### src/hdl/sha1bsh_pkg.sv
`timescale 1ns / 1ps
package sha1bsh_pkg;

  localparam int unsigned NumWords   = 5;
  localparam int unsigned BlockBits  = 512;
  localparam int unsigned LastRound  = 79;

  localparam logic [31:0] INIT_WORDS [NumWords] = '{
    32'h67452301, 32'hEFCDAB89, 32'h98BADCFE, 32'h10325476, 32'hC3D2E1F0
  };

  localparam logic [31:0] K_ROUND0 = 32'h5A827999;
  localparam logic [31:0] K_ROUND1 = 32'h6ED9EBA1;
  localparam logic [31:0] K_ROUND2 = 32'h8F1BBCDC;
  localparam logic [31:0] K_ROUND3 = 32'hCA62C1D6;

  localparam logic [7:0] PAD_MARK = 8'h80;
  localparam logic [5:0] LEN_SLOT = 6'd56;

  typedef enum logic [2:0] {
    ST_IDLE,
    ST_ROUND,
    ST_ADD,
    ST_PAD,
    ST_OUT
  } state_e;

  typedef enum logic [1:0] {
    PH_MARK,
    PH_ZERO,
    PH_LEN,
    PH_DONE
  } pad_phase_e;

  typedef struct packed {
    logic [31:0] a;
    logic [31:0] b;
    logic [31:0] c;
    logic [31:0] d;
    logic [31:0] e;
  } work_t;

  typedef struct packed {
    logic       push;
    logic       shift;
    logic [7:0] data;
  } blk_ctrl_t;

endpackage

### src/hdl/sha1bsh_round.sv
`timescale 1ns / 1ps
module sha1bsh_round (
  input  sha1bsh_pkg::work_t  cur_i,
  input  logic [31:0]         w_i,
  input  logic [6:0]          round_i,
  output sha1bsh_pkg::work_t  nxt_o
);
  import sha1bsh_pkg::*;

  logic [31:0] f;
  logic [31:0] k;
  logic [31:0] tmp;

  always_comb begin
    if (round_i < 7'd20) begin
      f = (cur_i.b & cur_i.c) | (~cur_i.b & cur_i.d);
      k = K_ROUND0;
    end else if (round_i < 7'd40) begin
      f = cur_i.b ^ cur_i.c ^ cur_i.d;
      k = K_ROUND1;
    end else if (round_i < 7'd60) begin
      f = (cur_i.b & cur_i.c) | (cur_i.b & cur_i.d) | (cur_i.c & cur_i.d);
      k = K_ROUND2;
    end else begin
      f = cur_i.b ^ cur_i.c ^ cur_i.d;
      k = K_ROUND3;
    end
    tmp = {cur_i.a[26:0], cur_i.a[31:27]} + f + cur_i.e + k + w_i;
  end

  assign nxt_o.a = tmp;
  assign nxt_o.b = cur_i.a;
  assign nxt_o.c = {cur_i.b[1:0], cur_i.b[31:2]};
  assign nxt_o.d = cur_i.c;
  assign nxt_o.e = cur_i.d;

endmodule

### src/hdl/sha1bsh_block.sv
`timescale 1ns / 1ps
module sha1bsh_block (
  input  logic                   clk_i,
  input  sha1bsh_pkg::blk_ctrl_t ctrl_i,
  output logic [31:0]            w_o
);
  import sha1bsh_pkg::*;

  // Word j of the sixteen-word window sits at bits 511-32*j, word 0 in the highest bits.
  logic [BlockBits-1:0] blk_q;
  logic [31:0]          mix;
  logic [31:0]          w_new;

  assign w_o   = blk_q[511:480];
  assign mix   = blk_q[511-32*13 -: 32] ^ blk_q[511-32*8 -: 32]
               ^ blk_q[511-32*2 -: 32] ^ blk_q[511:480];
  assign w_new = {mix[30:0], mix[31]};

  // Bytes enter at the bottom, so the block is big-endian once 64 are in.
  // During the rounds the window slides one word and the expanded word enters.
  always_ff @(posedge clk_i) begin
    if (ctrl_i.push) begin
      blk_q <= {blk_q[BlockBits-9:0], ctrl_i.data};
    end else if (ctrl_i.shift) begin
      blk_q <= {blk_q[BlockBits-33:0], w_new};
    end
  end

endmodule

### src/hdl/sha1_byte_stream_hasher_core.sv
// SHA-1 hasher fed one message byte per item.
// Input channel s_axis: tdata[7:0] is the byte, tuser is set when the byte is
// present, tlast ends the message. Output channel m_axis: tdata is one 32-bit
// digest word, tuser its index 0 to 4, tlast marks the fifth word.
// A byte item is taken while the block is filling. The 64th byte
// of a block starts the compression: one round per cycle through a
// single round unit, then a fold of the result into the chain, during
// which s_axis_tready is low. After tlast the padding bytes go through the
// same byte path one per cycle while no compression runs (9 to 72 of them,
// plus an empty step before the length bytes) and cause one or two more
// compressions; then the five words are offered one at a time. A stalled
// receiver holds the current word and the block takes no input until the
// last word is taken, after which it returns to the initial chaining
// state. Reset (rst_ni low) loads the initial chaining values and clears
// the byte counts; the block is ready right after.
`timescale 1ns / 1ps
module sha1_byte_stream_hasher_core (
  input  logic        clk_i,
  input  logic        rst_ni,
  input  logic        s_axis_tvalid,
  output logic        s_axis_tready,
  input  logic [7:0]  s_axis_tdata,   // [7:0] data_byte
  input  logic        s_axis_tuser,   // [0] has_byte
  input  logic        s_axis_tlast,   // end_of_message
  output logic        m_axis_tvalid,
  input  logic        m_axis_tready,
  output logic [31:0] m_axis_tdata,   // [31:0] digest_word
  output logic [2:0]  m_axis_tuser,   // [2:0] word_index
  output logic        m_axis_tlast    // last_word
);
  import sha1bsh_pkg::*;

  state_e      state_q, state_d;
  pad_phase_e  phase_q, phase_d;
  logic        pad_q, pad_d;
  logic [6:0]  rnd_q, rnd_d;
  logic [5:0]  fill_q, fill_d;
  logic [63:0] total_q, total_d;
  logic [2:0]  lcnt_q, lcnt_d;
  logic [2:0]  oidx_q, oidx_d;
  logic [31:0] chain_q [NumWords];
  logic [31:0] chain_d [NumWords];
  work_t       work_q, work_d;
  work_t       round_nxt;
  blk_ctrl_t   blk_ctrl;
  logic [31:0] w_cur;
  logic        push_en;
  logic [7:0]  push_val;
  logic [63:0] total_inc;

  sha1bsh_block u_block (
    .clk_i  (clk_i),
    .ctrl_i (blk_ctrl),
    .w_o    (w_cur)
  );

  sha1bsh_round u_round (
    .cur_i   (work_q),
    .w_i     (w_cur),
    .round_i (rnd_q),
    .nxt_o   (round_nxt)
  );

  assign total_inc = total_q + 64'(s_axis_tuser);

  always_ff @(posedge clk_i or negedge rst_ni) begin
    if (!rst_ni) begin
      state_q <= ST_IDLE;
      phase_q <= PH_MARK;
      pad_q   <= 1'b0;
      rnd_q   <= '0;
      fill_q  <= '0;
      total_q <= '0;
      lcnt_q  <= '0;
      oidx_q  <= '0;
      for (int i = 0; i < NumWords; i++) begin
        chain_q[i] <= INIT_WORDS[i];
      end
    end else begin
      state_q <= state_d;
      phase_q <= phase_d;
      pad_q   <= pad_d;
      rnd_q   <= rnd_d;
      fill_q  <= fill_d;
      total_q <= total_d;
      lcnt_q  <= lcnt_d;
      oidx_q  <= oidx_d;
      chain_q <= chain_d;
    end
  end

  always_ff @(posedge clk_i) begin
    work_q <= work_d;
  end

  always_comb begin
    state_d  = state_q;
    phase_d  = phase_q;
    pad_d    = pad_q;
    rnd_d    = rnd_q;
    fill_d   = fill_q;
    total_d  = total_q;
    lcnt_d   = lcnt_q;
    oidx_d   = oidx_q;
    chain_d  = chain_q;
    work_d   = work_q;
    push_en  = 1'b0;
    push_val = '0;
    blk_ctrl = '0;

    case (state_q)
      ST_IDLE: begin
        if (s_axis_tvalid) begin
          if (s_axis_tuser) begin
            push_en  = 1'b1;
            push_val = s_axis_tdata;
            total_d  = total_inc;
          end
          if (s_axis_tlast) begin
            // The register now holds the bit length, shifted out during padding.
            total_d = {total_inc[60:0], 3'b000};
            pad_d   = 1'b1;
            phase_d = PH_MARK;
            state_d = ST_PAD;
          end
        end
      end
      ST_ROUND: begin
        work_d         = round_nxt;
        blk_ctrl.shift = 1'b1;
        rnd_d          = rnd_q + 7'd1;
        if (rnd_q == 7'(LastRound)) begin
          state_d = ST_ADD;
        end
      end
      ST_ADD: begin
        chain_d[0] = chain_q[0] + work_q.a;
        chain_d[1] = chain_q[1] + work_q.b;
        chain_d[2] = chain_q[2] + work_q.c;
        chain_d[3] = chain_q[3] + work_q.d;
        chain_d[4] = chain_q[4] + work_q.e;
        oidx_d     = '0;
        if (!pad_q) begin
          state_d = ST_IDLE;
        end else if (phase_q == PH_DONE) begin
          state_d = ST_OUT;
        end else begin
          state_d = ST_PAD;
        end
      end
      ST_PAD: begin
        case (phase_q)
          PH_MARK: begin
            push_en  = 1'b1;
            push_val = PAD_MARK;
            phase_d  = PH_ZERO;
          end
          PH_ZERO: begin
            if (fill_q == LEN_SLOT) begin
              phase_d = PH_LEN;
              lcnt_d  = '0;
            end else begin
              push_en = 1'b1;
            end
          end
          PH_LEN: begin
            push_en  = 1'b1;
            push_val = total_q[63:56];
            total_d  = {total_q[55:0], 8'h00};
            lcnt_d   = lcnt_q + 3'd1;
            if (lcnt_q == 3'd7) begin
              phase_d = PH_DONE;
            end
          end
          default: begin
            oidx_d  = '0;
            state_d = ST_OUT;
          end
        endcase
      end
      ST_OUT: begin
        if (m_axis_tready) begin
          oidx_d = oidx_q + 3'd1;
          if (oidx_q == 3'(NumWords - 1)) begin
            for (int i = 0; i < NumWords; i++) begin
              chain_d[i] = INIT_WORDS[i];
            end
            total_d = '0;
            fill_d  = '0;
            pad_d   = 1'b0;
            phase_d = PH_MARK;
            state_d = ST_IDLE;
          end
        end
      end
      default: begin
        state_d = ST_IDLE;
      end
    endcase

    // A full block starts the compression with the current chaining words.
    if (push_en) begin
      blk_ctrl.push = 1'b1;
      blk_ctrl.data = push_val;
      fill_d        = fill_q + 6'd1;
      if (fill_q == 6'd63) begin
        state_d = ST_ROUND;
        rnd_d   = '0;
        work_d  = '{a: chain_q[0], b: chain_q[1], c: chain_q[2],
                    d: chain_q[3], e: chain_q[4]};
      end
    end
  end

  assign s_axis_tready = (state_q == ST_IDLE);
  assign m_axis_tvalid = (state_q == ST_OUT);
  assign m_axis_tdata  = chain_q[oidx_q];
  assign m_axis_tuser  = oidx_q;
  assign m_axis_tlast  = (oidx_q == 3'(NumWords - 1));

endmodule

### config.mk
export PLATFORM = sky130hd
export DESIGN_NAME = sha1_byte_stream_hasher_core
export DESIGN_NICKNAME = d
export VERILOG_FILES = /design/src/hdl/sha1bsh_pkg.sv /design/src/hdl/sha1bsh_round.sv /design/src/hdl/sha1bsh_block.sv /design/src/hdl/sha1_byte_stream_hasher_core.sv
export SDC_FILE = /design/constraint.sdc
export NUM_CORES = 2
export LEC_CHECK = 0
export BUFFER_PORTS_ARGS = -buffer_cell sky130_fd_sc_hd__buf_2
export CORE_AREA = 5 5 403 405
export DETAILED_ROUTE_END_ITERATION = 10
export DIE_AREA = 0 0 408 410
export GPL_TIMING_DRIVEN = 0
export PLACE_DENSITY = 0.49
export SYNTH_ARGS = -nofsm -noshare
export SYNTH_HDL_FRONTEND = slang
export SYNTH_SLANG_ARGS = --single-unit
### constraint.sdc
create_clock -name clk_i -period 25.8 [get_ports clk_i]
set_input_delay 1.29 -clock clk_i [delete_from_list [all_inputs] [get_ports clk_i]]
set_output_delay 1.29 -clock clk_i [all_outputs]
set_load 0.05 [all_outputs]
# Word-level counts from Yosys, hierarchy flattened
# Index checks and enable logic that the tools add are counted.
[classes] add_sub_neg=14 order_cmp=4 eq_ne=23 muxes=72 n_bitwise=14 n_reduce_logical=20
[ops] op="two-way mux 512 bit" n=2
[ops] op="two-way mux 160 bit" n=5
[ops] op="two-way mux 64 bit" n=6
[ops] op="case mux 160 bit (2 select lines)" n=1
[ops] op="adder 32 bit" n=9
[ops] op="two-way mux 32 bit" n=7
[ops] op="case mux 64 bit (3 select lines)" n=1
[ops] op="XOR 32 bit" n=5
[ops] op="AND 32 bit" n=4
[ops] op="binary-select mux 32 bit (select 3 bit)" n=1
[ops] op="OR 32 bit" n=3
[ops] op="adder 64 x 1 -> 64 bit" n=1
[ops] op="two-way mux 3 bit" n=13
[ops] op="inverter 32 bit" n=1
[ops] op="case mux 8 bit (2 select lines)" n=2
[ops] op="two-way mux 31 bit" n=1
[ops] op="two-way mux 6 bit" n=4
[ops] op="two-way mux 8 bit" n=3
[ops] op="two-way mux 7 bit" n=3
[ops] op="case mux 3 bit (5 select lines)" n=1
[ops] op="< comparator 7 x 6 -> 1 bit, second input constant" n=2
[ops] op="nonzero test 2 bit" n=7
[ops] op="== test 6 bit, second input constant" n=2
[ops] op="two-way mux 2 bit" n=6
[ops] op="other kinds (31)" n=57
[totals] ff_bits=921 input_bits=14 out_inout_bits=38 wordCells=166

# Depth between registers and ports, before layout
[depth] ltp_word=13 depth_mapped=23 ltp_nobuf=20

# By module
# Synthesis repeated with hierarchy kept, for this count alone.
[unflattened] cells_unflattened=5222 hier_area_um2=56988.4
[modules_own_cells] module="sha1_byte_stream_hasher_core" n_inst=1 cells_per_inst=3196 area_per_inst_um2=27161.0
[modules_own_cells] module="sha1bsh_block" n_inst=1 cells_per_inst=1246 area_per_inst_um2=23251.0
[modules_own_cells] module="sha1bsh_round" n_inst=1 cells_per_inst=780 area_per_inst_um2=6576.3

# Worst setup path after synthesis
# Ideal clock, no wire load.
[synth_path] path_kind="input -> register" start="input port s_axis_tuser" end="register u_block.blk_q[0] (enable)" setup_ns=3.641 arrival_ns=10.507 required_time_ns=22.159 setup_slack_ns=11.652 path_stages=5 n_path_buf=2 cell_sequence="and3_1 > nor2_1 > clkbuf_1 > clkbuf_1 > nand2_1"
[synth_via] elab_chain_cells=5
[synth_lines] element="from (decl)" line="sha1_byte_stream_hasher_core.sv:23" text="input logic s_axis_tuser,"
[synth_lines] element="two-way mux 1 bit" line="sha1_byte_stream_hasher_core.sv:114" text="if (s_axis_tuser) begin"
[synth_lines] element="two-way mux 1 bit" line="sha1_byte_stream_hasher_core.sv:113" text="if (s_axis_tvalid) begin"
[synth_lines] element="case mux 1 bit (2 select lines)" line="sha1_byte_stream_hasher_core.sv:111" text="case (state_q)"
[synth_lines] element="two-way mux 1 bit" line="sha1_byte_stream_hasher_core.sv:202" text="if (push_en) begin"
[synth_lines] element="nonzero test 2 bit (no source line)"
[synth_lines] element="to (signal assigned)" line="sha1bsh_block.sv:23" text="blk_q <= {blk_q[BlockBits-9:0], ctrl_i.data};"
[synth_lines] element="to (signal assigned)" line="sha1bsh_block.sv:25" text="blk_q <= {blk_q[BlockBits-33:0], w_new};"
[synth_lines] element="to (decl)" line="sha1bsh_block.sv:10" text="logic [BlockBits-1:0] blk_q;"
# No other way between the ends.
# A chain may end at the register's enable or synchronous reset.

==> results.toml <==
[synthesis]
synthArstFlopShare_pct = 27.0
syn-instance-count = 6235
synthSimpleGateAreaFrac_pct = 20.4
synth_top_family_by_area = "simple AND/OR/NAND/NOR gates"
synth_cell_types = 103
synth-seq-cells = 921
synth_ff_type = "edfxtp_1"
synth-compound-area-share_pct = 13.6
synth_edf_count = 512
synth-xor-area-share_pct = 5.25
syn_area_per_cell_um2 = 8.84
yosysWarnings = 0
syn_nets = 6580
synth_fa_ha_area_share_pct = 9.11
syn_area_mm2 = 0.0551
seq_area_frac_synth_pct = 45.2
synthMuxAreaShare_pct = 1.95

[route]
vias = 46000
routedWlPerCell_um = 23.4
dr.pass1.iters = 6
drt_iter0_markers = 4776
vias_per_cell = 5.36
detail-route-antenna-nets = 0
wl_um = 200000
route.detailed.drc = 0

[clock_network]
hold_buffers = 0
ctsRootBufferMaster = "clkbuf_16"
cts_max_level = 3
cts_resized = 0
cts_buffer_depth = 3
postCtsSetupRepairBufs = 0
cts_sinks = 921
cts_tree = "done"
insertion_delay_ns = 0.76
cts.clk_slew.worst_paths_ns = 0.06
cts-buffers-inserted = 110

[sta]
maxSlewHeadroom_pct = -2.69
worst_pin_slew_ns = 1.53
fin_worst_skew_ns = 0.100
final.setup.tns_ns = 0
finalHoldViolCount = 0
layout_setup_ws_ns = 18.42
final-max-slew-violation-count = 21
achievable-frequency_ghz = 0.135
period_needed_ns = 7.38
final-setup-viol-count = 0
fin_crit_sh_pct = 28.6
rsz0062_at_grt = "false"

[finish]
drive_gt1_share_pct = 6.63
fill_cells = 15900
nets = 6753
multiInputGateArea_mm2 = 0.0277
regArea_mm2 = 0.0249
syn_to_final_growth_pct = 12.3

[die]
fp.dieArea_mm2 = 0.167
ioPinCount = 52
core_mm2 = 0.158
die_height_um = 410
rows = 146
initial_core_util_pct = 34.9
dieWidth_um = 408

[grt]
use_met2_pct = 36.1
grt_usage_pct = 23.3
grt_pass1_vias = 43200
grt_util_met1_pct = 32.7
grt_start_max_net_pins = 103
grt_busiest_layer = "met2"
grt_overflow = 0
use_met3_pct = 5.16
grt_pass1_wl_um = 292000
grt_antenna_before_repair = 5

[placement]
hpwl_um = 155000
io_buffers = 50
dpl_worst_slack_ns = 18.67
routabilityCongestion = 0.929

[critical_path]
cp.arrival_ns = 8.04
critical_path.endpoint_type = "flop"
crit_fanout = 10
critPathRequiredTime_ns = 26.46
crit_path_start_kind = "flop"
crit_type = "flop to flop"

[outcome]
violations = "max-capacitance violations, max-slew violations"
status = "complete, but fails checks"

[worst_hold_path]
hp-class = "flop to flop"

[job]
drv_cap = 2
## cells by family (layout without fill, tap and decap cells)
kind of cell / after synthesis / in the layout
simple gates: 2745 / 2745
compound gates: 1200 / 1200
flops: 921 / 921
buf+inv: 641 / 911
fa+ha+maj: 331 / 331
xor+xnor: 330 / 330
mux: 67 / 67
other cells: 0 / 6
## per-layer routing
layer | up-vias | part of all wire, %
met3 | 299 | 7.7
met2 | 1518 | 44
li1 | 21700 | -
met4 | 2 | 3.0
met5 | - | 0.0065
met1 | 22500 | 45
## through the flow
step / hold WS, ns / utilization, % / instances / instance area, um2
floorplan: 0.451 / - / 6235 / 55100
global placement: 0.469 / 36.7 / 8357 / 57900
detailed placement: 0.480 / 36.9 / 8368 / 58300
CTS: 0.484 / 39.1 / 8577 / 61900
global route: 0.508 / 39.2 / 8577 / 61900
finish: 0.487 / 39.2 / 8583 / 61900
## cells in the final DEF, fill, tap and decap left out, types with 47 or more instances in the layout
cell / n
clkbuf_16: 110
inv_1: 326
nand2_1: 1985
a31oi_1: 161
ha_1: 214
dfstp_2: 80
dfxtp_1: 160
xnor2_1: 215
nand3_1: 72
edfxtp_1: 512
a221oi_1: 47
a21o_1: 63
buf_2: 86
clkbuf_1: 278
xor2_1: 115
o21ai_0: 332
a21oi_1: 307
fa_1: 117
nor2_1: 424
nor3_1: 49
dfrtp_1: 169
## synthesized netlist by cell type, types with 9 or more instances
master       n  share of area [%]
o31ai_1     13               0.18
xor2_1     115                1.8
a222oi_1    12               0.22
xnor2_1    215                3.4
and4_1      10               0.16
o21a_1      26               0.35
dfstp_2     80                3.8
inv_1      326                2.2
and3_1      34               0.39
nand2b_1    32               0.36
and2_1      17               0.19
nor3_1      50               0.45
nand3_1     72               0.65
a31oi_1    161                1.8
mux2i_1     33               0.60
nand4_1     25               0.28
dfxtp_1    160                5.8
a22o_1       9               0.14
o221ai_1    10               0.16
a211o_1     11               0.17
a221oi_1    47               0.75
a21o_1      63               0.86
fa_1       117                4.3
or3_1       19               0.22
ha_1       214                4.9
dfrtp_1    169                7.7
a211oi_1    19               0.26
o211ai_1    12               0.16
nand2_1   1986                 14
o22ai_1     31               0.35
o21ai_0    332                3.0
buf_1       26               0.18
a21oi_1    307                2.8
edfxtp_1   512                 28
o21bai_1    22               0.30
nor2b_1     27               0.31
o22a_1      15               0.24
o21ai_1     11               0.10
buf_2       37               0.34
mux4_2      32                1.3
nor2_1     424                2.9
clkbuf_1   246                1.7
## registers in the layout, summed over array words and instances (netlist names), 2 cells and up
name	flops
fill_q	6
u_block.blk_q	512
lcnt_q	3
rnd_q	7
work_q	160
m_axis_tuser	3
state_q	3
chain_q	160
phase_q	2
total_q	64
## critical path, stage by stage, from the launching register on
cell and delay, ns:
dfrtp_1 0.32, clkbuf_1 0.27, a41oi_2 0.19, nand2_1 0.66, nand2_1 0.83, inv_1 0.29
clkbuf_1 0.66, a221oi_1 0.31, fa_1 0.62, inv_1 0.06, ha_1 0.30, a211oi_1 0.41
nor4_1 0.13, o21ai_0 0.70, a2111oi_0 0.22, or2_2 0.41, a211o_1 0.31, a21oi_1 0.21
o21bai_1 0.10, mux2i_1 0.13, nor3_1 0.16
## worst paths after layout
path	startpoint	to	slack, ns	depth (start not counted)
worst max-delay path	rnd_q[4]	work_q[158]	18.42	20
worst min-delay path	lcnt_q[1]	lcnt_q[1]	0.49	2
worst max register to register	rnd_q[4]	work_q[158]	18.42	20
worst min register to register	lcnt_q[1]	lcnt_q[1]	0.49	2
max in group asynchronous	rst_ni	chain_q[130]	24.23	2
min in group asynchronous	rst_ni	total_q[24]	0.52	1
## cell type report
type | count | share of cell area (%)
Multi-Input combinational cell | 4673 | 44.8
Sequential cell | 921 | 40.3
Clock buffer | 160 | 5.03
Tap cell | 2072 | 4.19
Inverter | 329 | 2.00
Buffer | 312 | 1.98
Timing Repair Buffer | 61 | 0.884
Clock inverter | 49 | 0.803
Antenna cell | 6 | 0.0243
Power is not shown: default switching activity piles up to over one toggle a cycle in this logic, so the estimate is an artifact.
